### src/rtl/core/c8alu_pkg.sv
// Package: operation codes, flag layout, constants and word types of the 8-bit ALU.
`default_nettype none

package c8alu_pkg;

    localparam int OP_W   = 5;
    localparam int DATA_W = 16;
    localparam int BIT_W  = 3;
    localparam int FLAG_W = 4;

    // Flag bit positions.
    localparam int FLAG_Z = 3;
    localparam int FLAG_N = 2;
    localparam int FLAG_H = 1;
    localparam int FLAG_C = 0;

    // Decimal adjust constants.
    localparam logic [7:0] DAA_HI_ADJ   = 8'h60;
    localparam logic [7:0] DAA_LO_ADJ   = 8'h06;
    localparam logic [7:0] DAA_HI_LIMIT = 8'h99;
    localparam logic [3:0] DAA_LO_LIMIT = 4'h9;

    typedef enum logic [OP_W-1:0] {
        OP_ADD     = 5'd0,
        OP_ADC     = 5'd1,
        OP_SUB     = 5'd2,
        OP_SBC     = 5'd3,
        OP_CP      = 5'd4,
        OP_INC     = 5'd5,
        OP_DEC     = 5'd6,
        OP_DAA     = 5'd7,
        OP_RLCA    = 5'd8,
        OP_RRCA    = 5'd9,
        OP_RLA     = 5'd10,
        OP_RRA     = 5'd11,
        OP_RLC     = 5'd12,
        OP_RRC     = 5'd13,
        OP_RL      = 5'd14,
        OP_RR      = 5'd15,
        OP_SLA     = 5'd16,
        OP_SRA     = 5'd17,
        OP_SWAP    = 5'd18,
        OP_SRL     = 5'd19,
        OP_BIT     = 5'd20,
        OP_RES     = 5'd21,
        OP_SET     = 5'd22,
        OP_ADD16   = 5'd23,
        OP_ADD_SPO = 5'd24
    } op_t;

    typedef struct packed {
        logic [OP_W-1:0]   operation;
        logic [DATA_W-1:0] first_operand;
        logic [DATA_W-1:0] second_operand;
        logic [BIT_W-1:0]  bit_index;
        logic [FLAG_W-1:0] flags_in;
    } alu_req_t;

    typedef struct packed {
        logic [DATA_W-1:0] result_value;
        logic [FLAG_W-1:0] flags_out;
    } alu_rsp_t;

endpackage

`default_nettype wire

### src/rtl/core/c8alu_if.sv
// Interfaces: request and response channels of the 8-bit ALU.
`default_nettype none

interface c8alu_in_if;
    import c8alu_pkg::*;

    logic              valid;
    logic              ready;
    logic [OP_W-1:0]   operation;
    logic [DATA_W-1:0] first_operand;
    logic [DATA_W-1:0] second_operand;
    logic [BIT_W-1:0]  bit_index;
    logic [FLAG_W-1:0] flags_in;

    modport source (
        output valid, operation, first_operand, second_operand, bit_index, flags_in,
        input  ready
    );

    modport sink (
        input  valid, operation, first_operand, second_operand, bit_index, flags_in,
        output ready
    );
endinterface

interface c8alu_out_if;
    import c8alu_pkg::*;

    logic              valid;
    logic              ready;
    logic [DATA_W-1:0] result_value;
    logic [FLAG_W-1:0] flags_out;

    modport source (
        output valid, result_value, flags_out,
        input  ready
    );

    modport sink (
        input  valid, result_value, flags_out,
        output ready
    );
endinterface

`default_nettype wire

### src/rtl/core/c8alu_core.sv
// Combinational ALU datapath: one operation word in, result and flags out.
`default_nettype none

module c8alu_core (
    input  c8alu_pkg::alu_req_t req_word,
    output c8alu_pkg::alu_rsp_t rsp_word
);
    import c8alu_pkg::*;

    logic [7:0]  a;
    logic [7:0]  b;
    logic        cin;
    logic [15:0] x;
    logic [15:0] y;
    logic [3:0]  fi;

    logic [8:0]  add_sum;
    logic [4:0]  add_half;
    logic [8:0]  sub_diff;
    logic [4:0]  sub_half;
    logic        use_cin;

    logic [7:0]  inc_val;
    logic [7:0]  dec_val;

    logic        daa_hi;
    logic        daa_lo;
    logic [7:0]  daa_val;
    logic        daa_c;

    logic [7:0]  bit_mask;

    logic [16:0] w_sum;
    logic [12:0] w_half;
    logic [8:0]  spo_low;
    logic [4:0]  spo_half;
    logic [15:0] spo_sum;

    logic [7:0]  sh_val;
    logic        sh_co;

    logic [15:0] r;
    logic [3:0]  f;

    assign x   = req_word.first_operand;
    assign y   = req_word.second_operand;
    assign a   = x[7:0];
    assign b   = y[7:0];
    assign fi  = req_word.flags_in;
    assign cin = fi[FLAG_C];

    always_comb
    begin
        // Carry enters the add and subtract only for the with-carry forms.
        use_cin  = ((op_t'(req_word.operation) == OP_ADC) ||
                    (op_t'(req_word.operation) == OP_SBC)) ? cin : 1'b0;
        add_sum  = {1'b0, a} + {1'b0, b} + {8'd0, use_cin};
        add_half = {1'b0, a[3:0]} + {1'b0, b[3:0]} + {4'd0, use_cin};
        sub_diff = {1'b0, a} - {1'b0, b} - {8'd0, use_cin};
        sub_half = {1'b0, a[3:0]} - {1'b0, b[3:0]} - {4'd0, use_cin};

        inc_val = a + 8'd1;
        dec_val = a - 8'd1;

        // The high correction leaves the low nibble alone, so test it on the input.
        if (fi[FLAG_N])
        begin
            daa_hi  = 1'b0;
            daa_lo  = 1'b0;
            daa_val = a - (fi[FLAG_C] ? DAA_HI_ADJ : 8'd0) - (fi[FLAG_H] ? DAA_LO_ADJ : 8'd0);
            daa_c   = fi[FLAG_C];
        end
        else
        begin
            daa_hi  = fi[FLAG_C] || (a > DAA_HI_LIMIT);
            daa_lo  = fi[FLAG_H] || (a[3:0] > DAA_LO_LIMIT);
            daa_val = a + (daa_hi ? DAA_HI_ADJ : 8'd0) + (daa_lo ? DAA_LO_ADJ : 8'd0);
            daa_c   = daa_hi;
        end

        bit_mask = 8'd1 << req_word.bit_index;

        w_sum    = {1'b0, x} + {1'b0, y};
        w_half   = {1'b0, x[11:0]} + {1'b0, y[11:0]};
        spo_low  = {1'b0, x[7:0]} + {1'b0, b};
        spo_half = {1'b0, x[3:0]} + {1'b0, b[3:0]};
        spo_sum  = x + {{8{b[7]}}, b};

        case (op_t'(req_word.operation))
            OP_RLC:  begin sh_val = {b[6:0], b[7]};   sh_co = b[7]; end
            OP_RRC:  begin sh_val = {b[0], b[7:1]};   sh_co = b[0]; end
            OP_RL:   begin sh_val = {b[6:0], cin};    sh_co = b[7]; end
            OP_RR:   begin sh_val = {cin, b[7:1]};    sh_co = b[0]; end
            OP_SLA:  begin sh_val = {b[6:0], 1'b0};   sh_co = b[7]; end
            OP_SRA:  begin sh_val = {b[7], b[7:1]};   sh_co = b[0]; end
            OP_SWAP: begin sh_val = {b[3:0], b[7:4]}; sh_co = 1'b0; end
            default: begin sh_val = {1'b0, b[7:1]};   sh_co = b[0]; end
        endcase

        r = x;
        f = fi;
        unique case (op_t'(req_word.operation))
            OP_ADD, OP_ADC:
            begin
                r = {8'd0, add_sum[7:0]};
                f = {add_sum[7:0] == 8'd0, 1'b0, add_half[4], add_sum[8]};
            end
            OP_SUB, OP_SBC:
            begin
                r = {8'd0, sub_diff[7:0]};
                f = {sub_diff[7:0] == 8'd0, 1'b1, sub_half[4], sub_diff[8]};
            end
            OP_CP:
            begin
                f = {sub_diff[7:0] == 8'd0, 1'b1, sub_half[4], sub_diff[8]};
            end
            OP_INC:
            begin
                r = {8'd0, inc_val};
                f = {inc_val == 8'd0, 1'b0, a[3:0] == 4'hF, fi[FLAG_C]};
            end
            OP_DEC:
            begin
                r = {8'd0, dec_val};
                f = {dec_val == 8'd0, 1'b1, a[3:0] == 4'h0, fi[FLAG_C]};
            end
            OP_DAA:
            begin
                r = {8'd0, daa_val};
                f = {daa_val == 8'd0, fi[FLAG_N], 1'b0, daa_c};
            end
            OP_RLCA:
            begin
                r = {8'd0, a[6:0], a[7]};
                f = {3'b000, a[7]};
            end
            OP_RRCA:
            begin
                r = {8'd0, a[0], a[7:1]};
                f = {3'b000, a[0]};
            end
            OP_RLA:
            begin
                r = {8'd0, a[6:0], cin};
                f = {3'b000, a[7]};
            end
            OP_RRA:
            begin
                r = {8'd0, cin, a[7:1]};
                f = {3'b000, a[0]};
            end
            OP_RLC, OP_RRC, OP_RL, OP_RR, OP_SLA, OP_SRA, OP_SWAP, OP_SRL:
            begin
                r = {8'd0, sh_val};
                f = {sh_val == 8'd0, 2'b00, sh_co};
            end
            OP_BIT:
            begin
                f = {(b & bit_mask) == 8'd0, 1'b0, 1'b1, fi[FLAG_C]};
            end
            OP_RES:
            begin
                r = {8'd0, b & ~bit_mask};
            end
            OP_SET:
            begin
                r = {8'd0, b | bit_mask};
            end
            OP_ADD16:
            begin
                r = w_sum[15:0];
                f = {fi[FLAG_Z], 1'b0, w_half[12], w_sum[16]};
            end
            OP_ADD_SPO:
            begin
                r = spo_sum;
                f = {2'b00, spo_half[4], spo_low[8]};
            end
            default:
            begin
                // Unassigned codes pass operand and flags through.
                r = x;
                f = fi;
            end
        endcase

        rsp_word.result_value = r;
        rsp_word.flags_out    = f;
    end

endmodule

`default_nettype wire

### src/rtl/core/cpu8_alu_with_flags.sv
// Top level: 8-bit ALU with Z/N/H/C flags between an input and a result register.
//
//   channel | dir | payload                                          | handshake
//   --------+-----+--------------------------------------------------+-----------
//   req     | in  | operation, first/second_operand, bit_index, flags | valid/ready
//   rsp     | out | result_value, flags_out                          | valid/ready
//
// One word per cycle is accepted while rsp does not stall; a word passes from the input
// register through the ALU logic to the result register, which holds it while rsp stalls.
// Reset (rst_n low, asynchronous) empties both registers; nothing else needs clearing.
// While rsp stalls, req stays ready until the input register also holds a word.
`default_nettype none

module cpu8_alu_with_flags (
    input  wire         clk,
    input  wire         rst_n,
    c8alu_in_if.sink    req,
    c8alu_out_if.source rsp
);
    import c8alu_pkg::*;

    logic     stage_valid_reg;
    logic     stage_valid_next;
    alu_req_t stage_word_reg;
    logic     out_valid_reg;
    logic     out_valid_next;
    alu_rsp_t out_word_reg;
    alu_rsp_t alu_word;
    logic     out_free;
    logic     req_fire;
    logic     out_load;

    c8alu_core u_core (
        .req_word (stage_word_reg),
        .rsp_word (alu_word)
    );

    assign out_free  = !out_valid_reg || rsp.ready;
    assign req.ready = !stage_valid_reg || out_free;
    assign req_fire  = req.valid && req.ready;
    assign out_load  = out_free && stage_valid_reg;

    always_comb
    begin
        stage_valid_next = req_fire || (stage_valid_reg && !out_free);
        out_valid_next   = out_free ? stage_valid_reg : out_valid_reg;
    end

    always_ff @(posedge clk or negedge rst_n)
    begin
        if (!rst_n)
        begin
            stage_valid_reg <= 1'b0;
            out_valid_reg   <= 1'b0;
        end
        else
        begin
            stage_valid_reg <= stage_valid_next;
            out_valid_reg   <= out_valid_next;
        end
    end

    always_ff @(posedge clk)
    begin
        if (req_fire)
        begin
            stage_word_reg.operation      <= req.operation;
            stage_word_reg.first_operand  <= req.first_operand;
            stage_word_reg.second_operand <= req.second_operand;
            stage_word_reg.bit_index      <= req.bit_index;
            stage_word_reg.flags_in       <= req.flags_in;
        end
        if (out_load)
        begin
            out_word_reg <= alu_word;
        end
    end

    assign rsp.valid        = out_valid_reg;
    assign rsp.result_value = out_word_reg.result_value;
    assign rsp.flags_out    = out_word_reg.flags_out;

endmodule

`default_nettype wire

### src/flat_wrapper.sv
// flat-port wrapper written by rule: the top's interface ports become plain ports
module cpu8_alu_with_flags_flat import c8alu_pkg::*;
  (clk, rst_n, req_valid, req_operation, req_first_operand, req_second_operand, req_bit_index, req_flags_in, req_ready, rsp_valid, rsp_result_value, rsp_flags_out, rsp_ready);
  c8alu_in_if req_i ();
  c8alu_out_if rsp_i ();
  input  wire clk;
  input  wire rst_n;
  input wire logic [$bits(req_i.valid)-1:0] req_valid;
  input wire logic [$bits(req_i.operation)-1:0] req_operation;
  input wire logic [$bits(req_i.first_operand)-1:0] req_first_operand;
  input wire logic [$bits(req_i.second_operand)-1:0] req_second_operand;
  input wire logic [$bits(req_i.bit_index)-1:0] req_bit_index;
  input wire logic [$bits(req_i.flags_in)-1:0] req_flags_in;
  output wire logic [$bits(req_i.ready)-1:0] req_ready;
  output wire logic [$bits(rsp_i.valid)-1:0] rsp_valid;
  output wire logic [$bits(rsp_i.result_value)-1:0] rsp_result_value;
  output wire logic [$bits(rsp_i.flags_out)-1:0] rsp_flags_out;
  input wire logic [$bits(rsp_i.ready)-1:0] rsp_ready;
  assign req_i.valid = req_valid;
  assign req_i.operation = req_operation;
  assign req_i.first_operand = req_first_operand;
  assign req_i.second_operand = req_second_operand;
  assign req_i.bit_index = req_bit_index;
  assign req_i.flags_in = req_flags_in;
  assign req_ready = req_i.ready;
  assign rsp_valid = rsp_i.valid;
  assign rsp_result_value = rsp_i.result_value;
  assign rsp_flags_out = rsp_i.flags_out;
  assign rsp_i.ready = rsp_ready;
  cpu8_alu_with_flags u_core (.clk(clk), .rst_n(rst_n), .req(req_i), .rsp(rsp_i));
endmodule
### config.mk
export PLATFORM = sky130hd
export DESIGN_NAME = cpu8_alu_with_flags_flat
export DESIGN_NICKNAME = d
export VERILOG_FILES = /design/src/rtl/core/c8alu_pkg.sv /design/src/rtl/core/c8alu_if.sv /design/src/rtl/core/c8alu_core.sv /design/src/rtl/core/cpu8_alu_with_flags.sv /design/src/flat_wrapper.sv
export SDC_FILE = /design/constraint.sdc
export NUM_CORES = 1
export LEC_CHECK = 0
export BUFFER_PORTS_ARGS = -buffer_cell sky130_fd_sc_hd__buf_2
export CAP_MARGIN = 15
export CORE_MARGIN = 2
export CORE_UTILIZATION = 55
export DETAILED_ROUTE_END_ITERATION = 10
export PLACE_DENSITY = 0.76
export SLEW_MARGIN = 5
export SYNTH_ARGS = -nofsm -noshare
export SYNTH_HDL_FRONTEND = slang
export SYNTH_SLANG_ARGS = --single-unit
export TNS_END_PERCENT = 100
### constraint.sdc
create_clock -name clk -period 4.6 [get_ports clk]
set_input_delay 1.15 -clock clk [delete_from_list [all_inputs] [get_ports clk]]
set_output_delay 1.15 -clock clk [all_outputs]
set_load 0.02 [all_outputs]
==> parameters.txt <==
Parameter                              Value

Status
  Result of the run    completed

Synthesis
  Cell variety after synth    77
  Flip-flop and latch count after synthesis    66
  EDFF count, synth    64
  Synthesized area divided by synthesized cell count    8.89 µm²
  Net count of the mapped netlist    ~830
  Sequential area share after synthesis    0.308
  Proportion of register bits with asynchronous set or reset after synthesis    0.0303
  Post-Syn Area    about 6400 µm²
  Synth Warn #    0
  Synthesized instance count    slightly above 700
  Most used flip-flop cell after synthesis    edfxtp_1

CTS
  Clock tree buffer depth    2
  Resized cells post-CTS    0
  Cell at the root of the clock tree    clkbuf_16
  Total clock sinks    between 60 and 70
  Htree depth    3
  TritonCTS buffer count    9
  CTS tree    done
  Clock latency at the later pin of the worst-skew pair    0.35 ns
  Clock-pin slew of the registers on the worst-case setup and hold paths    0.06 ns
  Post-CTS Hold Fix Bufs    0
  Post-CTS repair timing setup buffer count    0

Die
  Starting density of the core    0.562
  Die Outline Area    around 13000 µm²
  Number of top-level pins    70
  Die height    approximately 110 µm
  Core area    about 11000 µm²
  Row count    39
  Die Width    approximately 110 µm

Setup path
  Flop2flop setup slack    around 0.85 ns
  Worst EP arrival    between 3 and 4 ns
  Worst Reg2Reg Path Length in Cells    15
  End of the worst register-to-register path    u_core.rsp.flags_out[3]
  Endpoint type of the worst setup path    flip-flop
  Delay-heaviest family, CP    adder cells
  CP max FO    10
  Endpoint required time on the critical path    between 4 and 5 ns
  Startpoint of the worst register-to-register path    u_core.stage_word_reg[23]
  CP Launch Point    u_core.stage_word_reg[23]
  Highest cell delay on the worst timing path    approximately 0.55 ns
  Crit-path slowest cell    edfxtp_1
  CP Launch Type    flip-flop
  Buffer and inverter count on the worst path    1
  Critical path start-end classification    reg2reg
  Series of cell instances along the critical path    inv_1 -> ha_1 -> nor2_1 -> o21ai_0 -> nand2b_1 -> ha_1 -> fa_1 -> xnor2_1 -> nor2_1 -> a21oi_1 -> nor4bb_1 -> nand4_1 -> o211a_1 -> o41ai_1 -> a41o_1

Drt
  Detail Route Antenna Nets    0
  First-pass detailed-route iteration total    6
  Via count of the routed design    between 6000 and 7000
  Post-detailed-route DRC marker count    0
  Total wirelength of the detailed-routed design    about 22 mm
  Via-to-Cell Ratio    roughly 6.8
  Starting DRC count in detailed routing    876
  Average detailed-routed wire length per instance    roughly 24 µm

Cells and area
  Commonest non-fill, non-tap cells in the layout    69 x buf_2, 66 x nor2_1, 64 x edfxtp_1
  N_diodes    0
  Fin nets    roughly 890
  Final Instance Area    7200 µm²
  Ratio of cells with drive above 1 in the final layout    0.146
  Number of flip-flops in the largest register    44
  Synth-to-layout area growth    12.6%
  Most common cell after layout, fill and taps aside    buf_2

Hold path
  Path category of the worst min-delay check    reg2reg
  Start point of the worst min-delay path    u_core.stage_valid_reg
  Endpoint of the worst hold-timing path    u_core.rsp.valid
  Worst Hold Path Cells    1

Placed design
  PortBufs    around 70
  GP Congestion    approximately 1.1
  HPWL after detailed placement    roughly 17 mm
  Area post-placement    6880 µm²

Timing
  Final setup viols    0
  Worst-margin pin slew    between 1 and 1.5 ns
  Layout Skew    between 0.009 and 0.01 ns
  Max-Slew Margin vs Limit    0.143
  Final critical delay including setup and external delays    between 3 and 4 ns
  Portion of the clock cycle consumed by the worst path in the final layout    0.814
  Final hold violation count    0
  Max frequency    0.267 GHz
  Unrepaired setup endpoints after global routing    no
  Number of max-slew violations in the final report    0
  Fin Setup TNS    0 ns

GRT
  Wire length of the first global-routing pass    34.0 mm
  Global router's overall resource usage    0.354
  Overflow left after global routing    0
  Initial antenna violation count    0
  Maximum number of pins on one net before global-route repair    45
  Via count of the first global-routing pass    between 6000 and 7000

Pwr
  Leak pwr    between 2 and 3 nW
  Worst IR drop on VDD    0.342 mV
  Areal power density over the cells    between 300 and 400 nW/µm²

Run
  Number of max-cap violations    0
## layer usage
| layer | part of all wire | track usage | vias to the layer above |
|---|---|---|---|
| li1 | - | - | 2854 |
| met1 | 0.40 | 0.467 | 2977 |
| met2 | 0.46 | 0.568 | 425 |
| met3 | 0.11 | 0.0768 | 65 |
| met4 | 0.035 | 0.142 | 0 |
| met5 | 0 | 0 | - |
## power breakdown
part	internal [mW]	total, mW	switching [mW]
Sequential	0.723	0.774	0.0514
Combinational	0.283	0.742	0.459
Clock	0.477	0.772	0.294
## cells in the mapped netlist, types with 4 or more instances
cell type   n  area share
nor2_1     66       0.039
edfxtp_1   64        0.30
ha_1       56        0.11
nand2_1    54       0.032
a21oi_1    52       0.041
xnor2_1    40       0.055
inv_1      35       0.021
o21ai_0    30       0.023
nor3_1     26       0.020
clkbuf_1   21       0.012
mux2i_1    21       0.033
nand3_1    19       0.015
nand2b_1   14       0.014
o221ai_1   12       0.016
xor2_1     12       0.016
o22ai_1    10      0.0098
a211oi_1    9       0.011
nor2b_1     9      0.0088
o211ai_1    9       0.011
a21o_1      7      0.0082
and3_1      7      0.0068
buf_2       7      0.0055
a221oi_1    6      0.0082
a31oi_1     6      0.0059
and2_1      6      0.0059
nor4_1      6      0.0059
o21bai_1    6      0.0070
a2111oi_0   5      0.0068
a222oi_1    5      0.0078
nand4_1     5      0.0049
or2_2       5      0.0049
a22oi_1     4      0.0047
fa_1        4       0.013
nand3b_1    4      0.0047
nor3b_1     4      0.0047
o21a_1      4      0.0047
o21ai_1     4      0.0031
or3_1       4      0.0039
## layout make-up
cell class | instances | area [µm²]
repair buffers | 82 | 443
well taps | 143 | 179
clock buffers | 10 | 229
multi-input cells | 583 | 4140
clock inverters | 6 | 90.1
inverters | 38 | 143
fillers | 947 | 4170
flip-flops and latches | 66 | 1970
## through the flow
stage	util	total power, mW	instances	hold slack (ns)	setup slack [ns]
CTS	0.633	2.27	928	0.527	0.938
detailed placement	0.605	1.50	912	0.497	0.964
floorplan	-	1.29	719	0.449	0.943
finish	0.633	2.29	928	0.528	0.855
global placement	0.605	1.48	912	0.464	1.11
global route	0.633	2.37	928	0.562	0.562
## worst max-delay path by stage
stage / to / slack, ns / cells after the start
global placement: u_core.rsp.flags_out[3] / 1.11 / 15
finish: u_core.rsp.flags_out[3] / 0.85 / 15
CTS: u_core.rsp.flags_out[3] / 0.94 / 15
global route: u_core.rsp.flags_out[3] / 0.56 / 15
floorplan: u_core.rsp.flags_out[3] / 0.94 / 16
detailed placement: u_core.rsp.flags_out[3] / 0.96 / 15
## cells by family after synthesis
group                    Yosys count  synth area share
AO/OA/AOI/OAI                    206             0.223
adder cells (fa/ha/maj)           60             0.122
AND/OR/NAND/NOR                  242             0.191
buffers and inverters             70            0.0442
flip-flops                        66             0.308
multiplexers                      23            0.0399
XOR/XNOR                          52            0.0712
No activity file was read; power rests on OpenSTA's default activity.
